$ cat config.mk
export PLATFORM = sky130hd
export DESIGN_NAME = bpd_axis
export DESIGN_NICKNAME = d
export VERILOG_FILES = /design/src/hdl/bpd_pkg.sv /design/src/hdl/bpd_axis.sv
export SDC_FILE = /design/constraint.sdc
export NUM_CORES = 1
export LEC_CHECK = 0
export ABC_CLOCK_PERIOD_IN_PS = 4400
export BUFFER_PORTS_ARGS = -buffer_cell sky130_fd_sc_hd__buf_4
export CORE_MARGIN = 2
export CORE_UTILIZATION = 52
export DETAILED_ROUTE_END_ITERATION = 8
export PLACE_DENSITY = 0.89
export REMOVE_ABC_BUFFERS = 1
export SLEW_MARGIN = 40
export SYNTH_ARGS = -nofsm -noshare
export SYNTH_HDL_FRONTEND = slang
export SYNTH_SLANG_ARGS = --single-unit
$ cat constraint.sdc
create_clock -name vclk -period 4.4
set_clock_uncertainty 0.1 [all_clocks]
set_input_delay 0.88 -clock vclk [all_inputs]
set_output_delay 0.88 -clock vclk [all_outputs]
set_load 0.05 [all_outputs]
$ cat src/hdl/bpd_pkg.sv
package bpd_pkg;

    // field widths of one input word and one result word
    localparam int POS_W  = 20;
    localparam int WGT_W  = 16;
    localparam int IDX_W  = 8;
    localparam int FUNC_W = 2;
    localparam int ACC_W  = 48;

    // function codes carried in s_tuser
    localparam logic [FUNC_W-1:0] FUNC_DEPOSIT = 2'd0;
    localparam logic [FUNC_W-1:0] FUNC_READ    = 2'd1;
    localparam logic [FUNC_W-1:0] FUNC_CLEAR   = 2'd2;

    // configuration register indexes
    localparam int CFG_IDX_W = 1;
    localparam logic [CFG_IDX_W-1:0] CFG_FITS_MODE = 1'b0;
    localparam logic [CFG_IDX_W-1:0] CFG_SUBTRACT  = 1'b1;

    // accumulator saturation limits
    localparam logic signed [ACC_W-1:0] ACC_MAX = {1'b0, {(ACC_W-1){1'b1}}};
    localparam logic signed [ACC_W-1:0] ACC_MIN = {1'b1, {(ACC_W-1){1'b0}}};

    typedef enum logic [2:0] {
        ST_CLEAR,
        ST_IDLE,
        ST_DEPOSIT,
        ST_DRAIN,
        ST_READ
    } state_t;

    // occupancy of the update pipeline stages that still hold a pending write
    typedef struct packed {
        logic b_busy;
        logic c_busy;
    } pipe_status_t;

endpackage

$ cat src/hdl/bpd_axis.sv
module bpd_axis #(
    parameter int FRAC_BITS = 8,
    parameter int N         = 256
) (
    input  logic signed [bpd_pkg::POS_W-1:0] pos,
    input  logic                             fits,
    input  logic                             sel,
    output logic [$clog2(N)-1:0]             idx,
    output logic [FRAC_BITS:0]               share,
    output logic                             ok
);

    localparam int DW     = bpd_pkg::POS_W + 1;
    localparam int IW     = $clog2(N);
    localparam int HALF_I = 1 << (FRAC_BITS - 1);
    localparam logic [FRAC_BITS:0] ONE = {1'b1, {FRAC_BITS{1'b0}}};

    logic signed [DW-1:0] d;
    logic signed [DW-1:0] base;
    logic signed [DW:0]   cand;
    logic [FRAC_BITS-1:0] frac;

    // offset from the centre of the lower neighbour
    assign d    = DW'(pos) - (fits ? DW'(0) : DW'(HALF_I));
    assign frac = d[FRAC_BITS-1:0];
    assign base = d >>> FRAC_BITS;
    assign cand = (DW+1)'(base) + (DW+1)'(sel);

    // lower neighbour gets 1 - frac, upper neighbour gets frac
    assign share = sel ? {1'b0, frac} : (ONE - {1'b0, frac});
    assign ok    = !cand[DW] && (cand[DW-1:0] < DW'(N)) && (share != '0);
    assign idx   = cand[IW-1:0];

endmodule

### Word level (Yosys, flattened, before mapping)

Index checks and enable logic that the tools add are counted.

* bits in registers: 0
* input port bits: 22
* output and inout bits: 18
* word-level logic and storage cells: 10

* add/subtract/negate cells: 3
* order comparisons: 1
* multiplexer cells: 2
* reductions and logical operators: 4

Operators by type and width (number)
* < comparator 21 x 9 -> 1 bit (second input constant): 1
* subtractor 20 x 9 -> 21 bit: 1
* adder 13 x 2 -> 14 bit: 1
* two-way mux 9 bit: 1
* nonzero test 9 bit: 1
* subtractor 9 x 8 -> 9 bit (first input constant): 1
* two-way mux 8 bit: 1
* logical AND 1 bit: 2
* zero test 1 bit: 1

### Longest topological paths before layout

* depth after elaboration: 6
* mapped depth: 12
* depth with buffers taken out: 11

### Worst setup path before layout

No wires, ideal clock.

* kind: input-to-output
* from: input pos[7] (netlist name)
* to: output ok
* data arrival time: 3.478 ns
* required time: 3.420 ns
* path slack: -0.058 ns
* stages: 11
* buffers on the path: 1
* path through: inv_1 > ha_1 > ha_1 > buf_2 > nor4b_2 > nand2_1 > or3_1 > or3_1 > a311o_1 > a311oi_2 > o2111a_1

* cells in the longest elaborated chain, start to end: 5
* elaborated cells on any way between the ends: 9
* those cells by class: add/sub (3); order compare (1); mux (1); reduce/logical (4)

RTL lines
* from (decl): RTL line bpd_axis.sv:5 `input logic signed [bpd_pkg::POS_W-1:0] pos,`
* subtractor 20 x 9 -> 21 bit *: RTL line bpd_axis.sv:24 `assign d = DW'(pos) - (fits ? DW'(0) : DW'(HALF_I));`
* adder 13 x 2 -> 14 bit or subtractor 9 x 8 -> 9 bit (tied branches): RTL line bpd_axis.sv:27, bpd_axis.sv:30
* < comparator 21 x 9 -> 1 bit (tied with other cells): RTL line bpd_axis.sv:31 `assign ok = !cand[DW] && (cand[DW-1:0] < DW'(N)) && (share != '0);`
* logical AND 1 bit or nonzero test 9 bit (tied branches): RTL line bpd_axis.sv:31
* logical AND 1 bit *: RTL line bpd_axis.sv:31
* to (decl): RTL line bpd_axis.sv:10 `output logic ok`

Mark *: on every way between the ends. The rest lies on a longest branch, timed or not.

### Worst setup path after layout

* from: input fits
* to: output ok

* cells in the longest elaborated chain, start to end: 6
* elaborated cells on any way between the ends: 10
* those cells by class: add/sub (3); order compare (1); mux (2); reduce/logical (4)

RTL lines
* from (decl): RTL line bpd_axis.sv:6 `input logic fits,`
* two-way mux 8 bit *: RTL line bpd_axis.sv:24
* subtractor 20 x 9 -> 21 bit *: RTL line bpd_axis.sv:24
* adder 13 x 2 -> 14 bit or subtractor 9 x 8 -> 9 bit (tied branches): RTL line bpd_axis.sv:27, bpd_axis.sv:30
* < comparator 21 x 9 -> 1 bit (tied with other cells): RTL line bpd_axis.sv:31
* logical AND 1 bit or nonzero test 9 bit (tied branches): RTL line bpd_axis.sv:31
* logical AND 1 bit *: RTL line bpd_axis.sv:31

Marks and branches as above.

==> summary.txt <==
Drt
  • Post-DRT Antenna Nets: 0
  • Iter 0 DRT Violations: 57
  • Vias: 1,288
  • DR DRC count: 0
  • Post-DR wirelength/cell: ~15 microns
  • Post-DR vias/cell: 6.05
  • WL final: 3190 microns
  • Drt pass-1 iters: 4

Yosys
  • Largest family of logic cells by synthesized area: simple AND/OR/NAND/NOR gates
  • Simple-gate share of the synthesized area: 0.382
  • Area contributors post-synth: xnor2_1 11%, xor2_1 7.1%, ha_1 6.4%
  • Synth Area in Compound Gates: 0.238
  • Mux contribution to synthesized area: 0.0267
  • Yosys top cell area share: 0.107
  • Synth Area in Adders: 0.0635
  • Synth area leader: xnor2_1
  • Post-synthesis instance area: 985 sq um
  • Yosys warnings: 0
  • Syn Inst Count: 150
  • Yosys cell types: 49
  • Synth Area in XOR/XNOR: 0.178
  • Top-count cell post-synth: nor2_1
  • Syn avg cell area: roughly 6.6 sq um
  • Synth top cells by count: 13 x nor2_1, 12 x inv_1, 12 x xnor2_1
  • Seq/Total Area, Yosys: 0

Critical path
  • Largest stage delay on the critical path: around 0.36 ns
  • Critical path peak fanout: 6
  • Crit path launch type: primary input
  • Crit-path cells: buf_4 -> inv_2 -> ha_4 -> buf_4 -> and2b_2 -> nand4_1 -> or3_1 -> or3_1 -> a311o_1 -> a311oi_2 -> o2111a_1 -> buf_6
  • CP endpoint kind: primary output
  • CP Class: primary input to primary output
  • WP data arrival: 3.37 ns
  • CP startpoint: fits
  • Critical-path top delay cell: or3_1
  • Worst path required time: 3.42 ns

Hold path
  • Hold path start: pos[0]
  • Hold crit path type: primary input to primary output

Timing
  • Hold Vio Cnt, Final: 0
  • PnR worst setup slack: 0.0452 ns
  • Final Setup Violations: 0
  • Worst slew pin tran: about 0.45 ns
  • Min Tclk post-route: 4.35 ns
  • Period utilization: 0.990
  • Rel. slew slack: 0.697
  • Setup TNS: 0 ns
  • Max Clk Rate: 230 MHz
  • Final Max Slew Viols: 0

Flow run
  • Max-Cap Viols: 0

Die
  • Core Area: 1750 sq um
  • Die width: 47.5 microns
  • Io pins: 40
  • DIE AREA: 2260 sq um
  • Initial core utilization: 0.564
  • FP Rows: 15
  • Die Ht: 47.5 microns

Placement
  • Number of buffers added on ports: 40
  • Post-DP HPWL: about 2300 microns
  • Final Wtd Congestion: 0.881
  • Pre-CTS setup slack: -0.0179 ns
  • Dpl cells: 211

Global routing
  • Vias in the first global route: 1,051
  • Total grt overflow: 0
  • Antenna violations before repair: 0
  • First-pass GRT wire length: 4440 microns
  • All-Layer GR Usage: 0.260
  • Pin count of the biggest net entering global routing: 13

Pwr
  • PwrDens: roughly 130 nW/um^2
  • Comb power frac: 1.000
  • Total power: 0.177 mW
  • Net load switching power: 0.114 mW
  • Int Power: ~0.063 mW
  • Sequential Power Share: 0
  • Clock share of power: 0
  • Switching share of power: 0.645
  • Peak VDD IR: 127 uV
  • LEAKAGE: 0.582 nW

Finish
  • ANT cells: 0
  • Clock buffer count in the final layout: 0
  • Finished Layout Cells: 213
  • Final net count: 217
  • Seq cells: 0
  • Core Util, Final: 0.793
  • Reg area: 0 sq um
  • Area growth syn-to-layout: 40.5%
  • Share of layout cells above drive strength 1: 0.356

Run status
  • Status: finished clean
metal layers:
layer,share of wire,wire length [microns],GRT usage,up-vias
li1,-,-,-,617
met3,0.069,220,0.00377,6
met5,0,0,0,-
met2,0.51,1640,0.492,71
met1,0.40,1270,0.340,594
met4,0.020,63,0.0167,0
cells in the final DEF, fill, tap and decap left out, drive strengths merged, types with 2 or more instances in the layout:
cell type	n
a211oi	2
a21oi	4
a31oi	6
and3	2
buf	51
ha	5
inv	12
mux2	2
nand2	8
nand2b	3
nand3	7
nand4	2
nor2	13
nor3	8
nor3b	2
nor4	6
o211ai	2
o21ai	10
or2	2
or3	3
or4	2
xnor2	12
xor2	8
power groups by stage:
stage	logic [mW]	registers [mW]	clock network, mW
6_report	0.177	0	0
4_1_cts	0.170	0	0
3_3_place_gp	0.165	0	0
2_1_floorplan	0.105	0	0
5_1_grt	0.188	0	0
3_5_place_dp	0.169	0	0
timing repair:
| action | CTS | global route |
|---|---|---|
| endpoints found under the setup margin | 1 | 1 |
| hold endpoints to repair | 0 | 0 |
| setup buffers | 0 | 2 |
| hold buffers | 0 | 0 |
| pin swaps | 0 | 7 |
| gates cloned | 0 | 0 |
| resized for setup | 1 | 11 |
worst paths after layout:
path                       end  depth (start not counted)
worst max-delay path        ok                         12
worst min-delay path  share[0]                          2
layout make-up:
class                      instances  area [sq um]
inverter                          12          45.0
fill                             128           362
tap                               25          31.3
timing repair buffer              51           387
multi-input combinational        125           921
kinds of logic after synthesis:
logic type                 after synthesis
and+or+nand+nor                         65
AOI/OAI and AO/OA                       33
buffers and inverters                   25
xor gates and xnor gates                20
adders and majority gates                5
muxes                                    2
critical path, delay by kind of cell:
family	cells	cell delay, ns
simple gates	4	1.10
compound gates	3	0.80
buf+inv	4	0.45
fa+ha+maj	1	0.14
stage by stage:
stage | instance area, sq um | hold slack (ns)
2_1_floorplan | 920 | 1.66
3_3_place_gp | 1320 | 1.94
3_5_place_dp | 1320 | 1.94
4_1_cts | 1320 | 1.94
5_1_grt | 1380 | 1.95
6_report | 1380 | 1.94
No activity file was read; power rests on OpenSTA's default activity.
