===== config.mk =====
export PLATFORM = sky130hd
export DESIGN_NAME = bpd_update
export DESIGN_NICKNAME = d
export VERILOG_FILES = /design/src/hdl/bpd_pkg.sv /design/src/hdl/bpd_update.sv
export SDC_FILE = /design/constraint.sdc
export NUM_CORES = 1
export LEC_CHECK = 0
export BUFFER_PORTS_ARGS = -buffer_cell sky130_fd_sc_hd__buf_2
export CORE_ASPECT_RATIO = 1.4
export CORE_UTILIZATION = 47
export CTS_CLUSTER_SIZE = 10
export DETAILED_ROUTE_END_ITERATION = 8
export PLACE_DENSITY_LB_ADDON = 0.12
export SLEW_MARGIN = 20
export SYNTH_ARGS = -nofsm -noshare
export SYNTH_HDL_FRONTEND = slang
export SYNTH_SLANG_ARGS = --single-unit

===== constraint.sdc =====
create_clock -name aclk -period 5.77 [get_ports aclk]
set_input_delay 0 -clock aclk [delete_from_list [all_inputs] [get_ports aclk]]
set_output_delay 0 -clock aclk [all_outputs]
set_load 0.01 [all_outputs]

===== src/hdl/bpd_pkg.sv =====
package bpd_pkg;

    // field widths of one input word and one result word
    localparam int POS_W  = 20;
    localparam int WGT_W  = 16;
    localparam int IDX_W  = 8;
    localparam int FUNC_W = 2;
    localparam int ACC_W  = 48;

    // function codes carried in s_tuser
    localparam logic [FUNC_W-1:0] FUNC_DEPOSIT = 2'd0;
    localparam logic [FUNC_W-1:0] FUNC_READ    = 2'd1;
    localparam logic [FUNC_W-1:0] FUNC_CLEAR   = 2'd2;

    // configuration register indexes
    localparam int CFG_IDX_W = 1;
    localparam logic [CFG_IDX_W-1:0] CFG_FITS_MODE = 1'b0;
    localparam logic [CFG_IDX_W-1:0] CFG_SUBTRACT  = 1'b1;

    // accumulator saturation limits
    localparam logic signed [ACC_W-1:0] ACC_MAX = {1'b0, {(ACC_W-1){1'b1}}};
    localparam logic signed [ACC_W-1:0] ACC_MIN = {1'b1, {(ACC_W-1){1'b0}}};

    typedef enum logic [2:0] {
        ST_CLEAR,
        ST_IDLE,
        ST_DEPOSIT,
        ST_DRAIN,
        ST_READ
    } state_t;

    // occupancy of the update pipeline stages that still hold a pending write
    typedef struct packed {
        logic b_busy;
        logic c_busy;
    } pipe_status_t;

endpackage


===== src/hdl/bpd_update.sv =====
module bpd_update #(
    parameter int AW        = 16,
    parameter int FRAC_BITS = 8
) (
    input  logic                               aclk,
    input  logic                               aresetn,
    input  logic                               a_valid,
    input  logic [AW-1:0]                      a_addr,
    input  logic [2*FRAC_BITS+1:0]             a_xy,
    input  logic signed [bpd_pkg::WGT_W:0]     weight,
    input  logic [bpd_pkg::ACC_W-1:0]          rd_data,
    output logic                               wr_en,
    output logic [AW-1:0]                      wr_addr,
    output logic [bpd_pkg::ACC_W-1:0]          wr_data,
    output bpd_pkg::pipe_status_t              status
);

    localparam int ACC_W   = bpd_pkg::ACC_W;
    localparam int XYW     = 2 * FRAC_BITS + 2;
    localparam int PW      = XYW + bpd_pkg::WGT_W + 2;
    localparam int RESCALE = 2 * FRAC_BITS + 8 - 24;

    // stage b: memory data arrives, weight times share product
    logic                    vb_reg;
    logic [AW-1:0]           addr_b_reg;
    logic [XYW-1:0]          xy_b_reg;
    // stage c: rescale the product
    logic                    vc_reg;
    logic [AW-1:0]           addr_c_reg;
    logic signed [PW-1:0]    prod_c_reg;
    logic [ACC_W-1:0]        data_c_reg;
    // stage d: saturating add and write back
    logic                    vd_reg;
    logic [AW-1:0]           addr_d_reg;
    logic signed [ACC_W-1:0] contrib_d_reg;
    logic [ACC_W-1:0]        data_d_reg;

    logic signed [PW-1:0]    prod;
    logic signed [ACC_W-1:0] contrib;
    logic signed [ACC_W:0]   sum;

    assign prod = weight * $signed({1'b0, xy_b_reg});

    generate
        if (RESCALE > 0) begin : g_round
            logic signed [PW:0] rnd;
            // round to nearest, ties towards plus infinity
            assign rnd     = (PW+1)'(prod_c_reg) + (PW+1)'(1 << (RESCALE - 1));
            assign contrib = ACC_W'(rnd >>> RESCALE);
        end else if (RESCALE < 0) begin : g_widen
            assign contrib = ACC_W'(prod_c_reg) <<< (-RESCALE);
        end else begin : g_plain
            assign contrib = ACC_W'(prod_c_reg);
        end
    endgenerate

    always_ff @(posedge aclk) begin
        if (!aresetn) begin
            vb_reg <= 1'b0;
            vc_reg <= 1'b0;
            vd_reg <= 1'b0;
        end else begin
            vb_reg <= a_valid;
            vc_reg <= vb_reg;
            vd_reg <= vc_reg;
        end
        addr_b_reg    <= a_addr;
        xy_b_reg      <= a_xy;
        addr_c_reg    <= addr_b_reg;
        prod_c_reg    <= prod;
        data_c_reg    <= rd_data;
        addr_d_reg    <= addr_c_reg;
        contrib_d_reg <= contrib;
        data_d_reg    <= data_c_reg;
    end

    assign sum = (ACC_W+1)'($signed(data_d_reg)) + (ACC_W+1)'(contrib_d_reg);

    always_comb begin
        if (sum[ACC_W] != sum[ACC_W-1]) begin
            wr_data = sum[ACC_W] ? bpd_pkg::ACC_MIN : bpd_pkg::ACC_MAX;
        end else begin
            wr_data = sum[ACC_W-1:0];
        end
    end

    assign wr_en         = vd_reg;
    assign wr_addr       = addr_d_reg;
    assign status.b_busy = vb_reg;
    assign status.c_busy = vc_reg;

endmodule


# Word level (Yosys, flattened, before mapping)
# Index checks and enable logic that the tools add are counted.
totals:
  register_bits: 237
  latchBits: 0
  ramBits: 0
  rom_bits: 0
  inputBits: 102
  output_inout_bits: 67
  word_cells: 16
  memories: 0
op_classes:
  addsub: 1
  mul: 1
  div: 0
  order_cmp: 0
  n_eq_ne: 1
  shifts: 0
  n_mux: 2
  n_bitwise: 0
  reduce_logical: 0
op_table:
  columns: ["op", "count"]
  rows:
  - ["$mux 48", 2]
  - ["$add 48x36->49", 1]
  - ["$mul 17x19->36", 1]
  - ["$ne 1x1->1", 1]

# Logic depth before layout (Yosys ltp)
depth:
  word_depth: 3
  mapped_depth: 24
  depth_no_buf: 23

# Worst setup path after synthesis
# Ideal clock, no wire load.
synth_timing:
  kind: "register to register"
  from: "register xy_b_reg[7]"
  to: "register prod_c_reg[32]"
  setup_time_ns: 0.122
  t_arrival_ns: 5.814
  t_required_ns: 5.648
  path_slack_ns: -0.166
  path_stages_with_launch: 24
  path_buffers: 2
  synth_period_minus_slack_ns: 5.936
  cell_sequence: "dfxtp_1 > clkbuf_1 > nand2_1 > fa_1 > inv_1 > fa_1 > inv_1 > fa_1 > inv_1 > fa_1 > fa_1 > inv_1 > fa_1 > inv_1 > ha_1 > clkbuf_1 > a211o_1 > a21oi_1 > o22a_1 > o21ai_0 > a211o_1 > a21oi_1 > or2_2 > a311o_1"
synth_between:
  elab_chain_len: 1
synth_lines:
  columns: ["item", "line_no", "rtl"]
  rows:
  - ["from (decl)", "bpd_update.sv:26", "logic [XYW-1:0] xy_b_reg;"]
  - ["from (signal assigned)", "bpd_update.sv:68", "xy_b_reg <= a_xy;"]
  - ["$mul 17x19->36", "bpd_update.sv:42", "assign prod = weight * $signed({1'b0, xy_b_reg});"]
  - ["named net prod[32]", "bpd_update.sv:38", "logic signed [PW-1:0] prod;"]
  - ["to (signal assigned)", "bpd_update.sv:70", "prod_c_reg <= prod;"]
  - ["to (decl)", "bpd_update.sv:30", "logic signed [PW-1:0] prod_c_reg;"]
# The timed path passes the listed nets, and every way through them passes these cells.
# A chain may end at the register's enable or synchronous reset.

# Final worst setup path
layout_timing:
  from: "register xy_b_reg[13]"
  to: "register prod_c_reg[33]"
# Same word-level chain as after synthesis.

==> report_table.html <==
<table>
<tr><th>Metric</th><th>Value</th></tr>
<tr><th colspan="2">Setup path</th></tr>
<tr><td>Arrival time at the worst endpoint</td><td>6.24 ns</td></tr>
<tr><td>Launching element of the worst setup path</td><td>xy_b_reg[13]$_DFF_P_</td></tr>
<tr><td>Kind of end point of the critical path</td><td>flip-flop</td></tr>
<tr><td>FF-to-FF path depth</td><td>20</td></tr>
<tr><td>Critical path required time</td><td>6.18 ns</td></tr>
<tr><td>Capturing point of the worst reg2reg path</td><td>prod_c_reg[33]$_DFF_P_</td></tr>
<tr><td>FF-to-FF setup slack</td><td>-0.06 ns</td></tr>
<tr><td>Biggest fanout along the worst timing path</td><td>10</td></tr>
<tr><td>Origin of the critical flop-to-flop path</td><td>xy_b_reg[13]$_DFF_P_</td></tr>
<tr><td>Category of the critical setup timing path</td><td>reg2reg</td></tr>
<tr><td>Kind of start point of the critical path</td><td>flip-flop</td></tr>
<tr><td>Worst setup path end</td><td>prod_c_reg[33]$_DFF_P_</td></tr>
<tr><th colspan="2">Timing</th></tr>
<tr><td>RSZ-0062 raised after global routing</td><td>yes</td></tr>
<tr><td>Max-slew violation count</td><td>0</td></tr>
<tr><td>Max Clk Rate</td><td>172 MHz</td></tr>
<tr><td>Total setup violations reported at the end of the flow</td><td>2</td></tr>
<tr><td>Setup skew after layout</td><td>0.0258 ns</td></tr>
<tr><td>Setup WS post-layout</td><td>-0.0599 ns</td></tr>
<tr><td>Final critical delay including setup and external delays</td><td>5.83 ns</td></tr>
<tr><td>Count of final hold-check violations</td><td>0</td></tr>
<tr><td>Headroom to the max-slew limit</td><td>44.4%</td></tr>
<tr><td>Fin crit share</td><td>101%</td></tr>
<tr><td>Transition time at the pin with the least slew margin</td><td>0.829 ns</td></tr>
<tr><th colspan="2">Yosys</th></tr>
<tr><td>Main flop type after synthesis</td><td>sky130_fd_sc_hd__dfxtp_1</td></tr>
<tr><td>Share of the yosys chip area belonging to registers</td><td>26.0%</td></tr>
<tr><td>Synthesized area divided by synthesized cell count</td><td>9.65 um^2</td></tr>
<tr><td>Post-synth design cell area</td><td>18,200 um^2</td></tr>
<tr><td>Syn_nets</td><td>2,409</td></tr>
<tr><td>Number of distinct standard cells referenced by the synthesized netlist</td><td>63</td></tr>
<tr><td>Top-count cell post-synth</td><td>sky130_fd_sc_hd__inv_1</td></tr>
<tr><td>List of most frequent post-synthesis cells</td><td>298 x sky130_fd_sc_hd__inv_1, 240 x sky130_fd_sc_hd__fa_1, 237 x sky130_fd_sc_hd__dfxtp_1</td></tr>
<tr><td>Post-Synthesis Cells</td><td>1,889</td></tr>
<tr><td>Portion of synthesized cell area occupied by the leading cell type</td><td>26.4%</td></tr>
<tr><td>Share of async-settable or async-resettable flops after synthesis</td><td>0%</td></tr>
<tr><td>Yosys warnings</td><td>0</td></tr>
<tr><td>Cell types occupying the most area after synthesis</td><td>sky130_fd_sc_hd__fa_1 26%, sky130_fd_sc_hd__dfxtp_1 26%, sky130_fd_sc_hd__ha_1 12%</td></tr>
<tr><td>Library cell with the largest summed area after synthesis</td><td>sky130_fd_sc_hd__fa_1</td></tr>
<tr><td>Number of enable flip-flop cells after synthesis</td><td>0</td></tr>
<tr><td>Flip-flop and latch count after synthesis</td><td>237</td></tr>
<tr><th colspan="2">Die</th></tr>
<tr><td>Initial Utilization</td><td>47.6%</td></tr>
<tr><td>Overall die area</td><td>39,600 um^2</td></tr>
<tr><td>Total core area</td><td>38,300 um^2</td></tr>
<tr><td>Site Rows</td><td>85</td></tr>
<tr><td>Die Span Y</td><td>235 um</td></tr>
<tr><td>X dimension of the die</td><td>168 um</td></tr>
<tr><td>Top-level I/O count</td><td>169</td></tr>
<tr><th colspan="2">Layout</th></tr>
<tr><td>Ant diodes</td><td>0</td></tr>
<tr><td>Fin cells</td><td>2,732</td></tr>
<tr><td>Final cell area excluding filler cells</td><td>22,500 um^2</td></tr>
<tr><td>Net count, final</td><td>2,768</td></tr>
<tr><td>Share of final-layout standard cells stronger than drive strength 1</td><td>18.3%</td></tr>
<tr><td>Growth of design area from synthesis to finish</td><td>23.4%</td></tr>
<tr><th colspan="2">Placed design</th></tr>
<tr><td>Number of buffer cells added on primary ports</td><td>168</td></tr>
<tr><td>Placed standard-cell area</td><td>20,400 um^2</td></tr>
<tr><td>Final weighted congestion in routability-driven placement</td><td>0.884</td></tr>
<tr><td>Placed Instances</td><td>2,599</td></tr>
<tr><td>Detailed Place HPWL</td><td>36,400 um</td></tr>
<tr><th colspan="2">Global routing</th></tr>
<tr><td>Number of global-route vias before repair</td><td>14.7k</td></tr>
<tr><td>GRT overflow</td><td>0</td></tr>
<tr><td>Total routing usage reported by global routing</td><td>23.2%</td></tr>
<tr><td>Global-route wire length before repair</td><td>73,100 um</td></tr>
<tr><td>Antenna violations before repair</td><td>0</td></tr>
<tr><td>Maximum number of pins on one net before global-route repair</td><td>23</td></tr>
<tr><th colspan="2">Drt</th></tr>
<tr><td>Post-route antenna net violation count</td><td>0</td></tr>
<tr><td>Average wire length per cell after detail routing</td><td>16.4 um</td></tr>
<tr><td>Wire length reported by the detailed router</td><td>44,800 um</td></tr>
<tr><td>Via density per instance</td><td>5.03</td></tr>
<tr><td>Detailed-route DRC error count</td><td>0</td></tr>
<tr><td>Detailed router's first-iteration violation count</td><td>542</td></tr>
<tr><td>DR pass1 iterations</td><td>5</td></tr>
<tr><td>Detailed-route via count</td><td>13.7k</td></tr>
<tr><th colspan="2">Flow run</th></tr>
<tr><td>Max_cap viols</td><td>0</td></tr>
<tr><th colspan="2">Worst hold path</th></tr>
<tr><td>Type of the most critical hold path</td><td>in2reg</td></tr>
<tr><th colspan="2">Clocking</th></tr>
<tr><td>Buffer cell driving the clock tree root</td><td>sky130_fd_sc_hd__clkbuf_16</td></tr>
<tr><td>Clock H-tree levels</td><td>1</td></tr>
<tr><td>Maximum clock path buffer count</td><td>3</td></tr>
<tr><td>Worst-path clk slew</td><td>0.05 ns</td></tr>
<tr><td>Clock insertion delay at the later pin of the skew report</td><td>0.56 ns</td></tr>
<tr><td>Count of clock tree sinks</td><td>237</td></tr>
<tr><td>Number of clock buffers inserted by TritonCTS</td><td>29</td></tr>
<tr><td>CTS tree</td><td>built</td></tr>
<tr><th colspan="2">Outcome</th></tr>
<tr><td>Failing checks</td><td>negative setup slack</td></tr>
<tr><td>Result of the run</td><td>finished with violations</td></tr>
</table>
[layout by cell type, fill, tap and decap left out, types with 5 or more instances in the layout]
cell type                       instances
sky130_fd_sc_hd__buf_4                133
sky130_fd_sc_hd__and3_1                11
sky130_fd_sc_hd__and2_1               166
sky130_fd_sc_hd__o21bai_1              12
sky130_fd_sc_hd__dfxtp_2                5
sky130_fd_sc_hd__ha_1                 171
sky130_fd_sc_hd__o21ai_0               41
sky130_fd_sc_hd__nand2b_1              16
sky130_fd_sc_hd__o21a_1                10
sky130_fd_sc_hd__inv_1                292
sky130_fd_sc_hd__o211ai_1               9
sky130_fd_sc_hd__nor2b_1                7
sky130_fd_sc_hd__xor2_1                28
sky130_fd_sc_hd__a21o_1                44
sky130_fd_sc_hd__clkbuf_16             29
sky130_fd_sc_hd__xnor2_1               43
sky130_fd_sc_hd__fa_2                   7
sky130_fd_sc_hd__a31oi_1                9
sky130_fd_sc_hd__o21ai_1                7
sky130_fd_sc_hd__nand2_1              180
sky130_fd_sc_hd__nor2_1                51
sky130_fd_sc_hd__buf_6                  5
sky130_fd_sc_hd__nor3_1                 5
sky130_fd_sc_hd__nand4_1               15
sky130_fd_sc_hd__dlygate4sd3_1         86
sky130_fd_sc_hd__buf_12                 5
sky130_fd_sc_hd__inv_2                  6
sky130_fd_sc_hd__ha_4                   7
sky130_fd_sc_hd__dfxtp_4                9
sky130_fd_sc_hd__and2_4                 5
sky130_fd_sc_hd__nand3_1               21
sky130_fd_sc_hd__fa_1                 233
sky130_fd_sc_hd__a21oi_1              106
sky130_fd_sc_hd__a21oi_2                6
sky130_fd_sc_hd__buf_2                168
sky130_fd_sc_hd__dfxtp_1              223
sky130_fd_sc_hd__a211oi_1               6
[through the flow]
step           hold slack [ns]  setup WS, ns  setup TNS, ns  utilization [%]
2_1_floorplan           0.0277       0.00118              0                -
3_3_place_gp             0.102        -0.336          -1.45             53.4
3_5_place_dp             0.104        -0.414          -2.07             53.4
4_1_cts                 0.0428       -0.0742         -0.161             58.1
5_1_grt                 0.0658        -0.196         -0.899             58.7
6_report                0.0699       -0.0599        -0.0695             58.7
[worst max-delay path: stages (launching register included)]
cell and delay [ns]:
sky130_fd_sc_hd__dfxtp_4 0.38, sky130_fd_sc_hd__buf_4 0.19, sky130_fd_sc_hd__and2_1 0.16, sky130_fd_sc_hd__fa_1 0.54
sky130_fd_sc_hd__inv_1 0.06, sky130_fd_sc_hd__fa_1 0.47, sky130_fd_sc_hd__inv_1 0.06, sky130_fd_sc_hd__fa_1 0.48
sky130_fd_sc_hd__fa_1 0.50, sky130_fd_sc_hd__fa_1 0.49, sky130_fd_sc_hd__inv_1 0.05, sky130_fd_sc_hd__fa_1 0.47
sky130_fd_sc_hd__inv_1 0.04, sky130_fd_sc_hd__ha_1 0.32, sky130_fd_sc_hd__and3_1 0.18, sky130_fd_sc_hd__and4_4 0.21
sky130_fd_sc_hd__a21oi_2 0.24, sky130_fd_sc_hd__nor4_2 0.09, sky130_fd_sc_hd__or3_1 0.35, sky130_fd_sc_hd__o31a_1 0.28
sky130_fd_sc_hd__xor2_1 0.15
[cell families (layout without fill, tap and decap cells)]
kind of cell	count (synthesis)	in the layout	synth area share, %
and+or+nand+nor	497	497	13.8
adders and majority gates	422	422	38.8
buffers and inverters	367	732	7.64
AOI/OAI and AO/OA	294	294	10.2
DFF	237	237	26.0
xor gates and xnor gates	71	71	3.41
muxes	1	1	0.0549
[area by class of cell]
class | instances | area (um^2)
tap | 478 | 598
inverter | 298 | 1120
fill | 3392 | 15800
sequential | 237 | 4780
clock inverter | 5 | 61.3
timing repair buffer | 397 | 2860
multi-input combinational | 1285 | 12300
clock buffer | 32 | 747
[layer usage]
metal	global-route usage, %	part of all wire [%]
met4	7.27	2.6
met1	27.3	41
met5	0	0
met2	43.6	52
met3	2.64	3.8
[how the worst min path moves through the flow]
stage | startpoint | endpoint | cells past startpoint
detailed placement | a_xy[11] | xy_b_reg[11]$_DFF_P_ | 1
finish | weight[1] | prod_c_reg[1]$_DFF_P_ | 3
floorplan | a_addr[0] | addr_b_reg[0]$_DFF_P_ | 0
global placement | a_addr[8] | addr_b_reg[8]$_DFF_P_ | 1
CTS | weight[1] | prod_c_reg[1]$_DFF_P_ | 3
global route | weight[1] | prod_c_reg[1]$_DFF_P_ | 3
[repair_timing]
action / in CTS / in global routing
endpoints found under the hold margin: 86 / 0
hold buffers: 86 / 0
setup buffers: 3 / 8
endpoints found under the setup margin: 11 / 11
pin swaps: 12 / 11
resized for setup: 35 / 47
gates cloned: 0 / 0
Power is left out: the tool's default activity adds up to more than one toggle a clock period on the data nets, which glitch-free logic cannot reach.
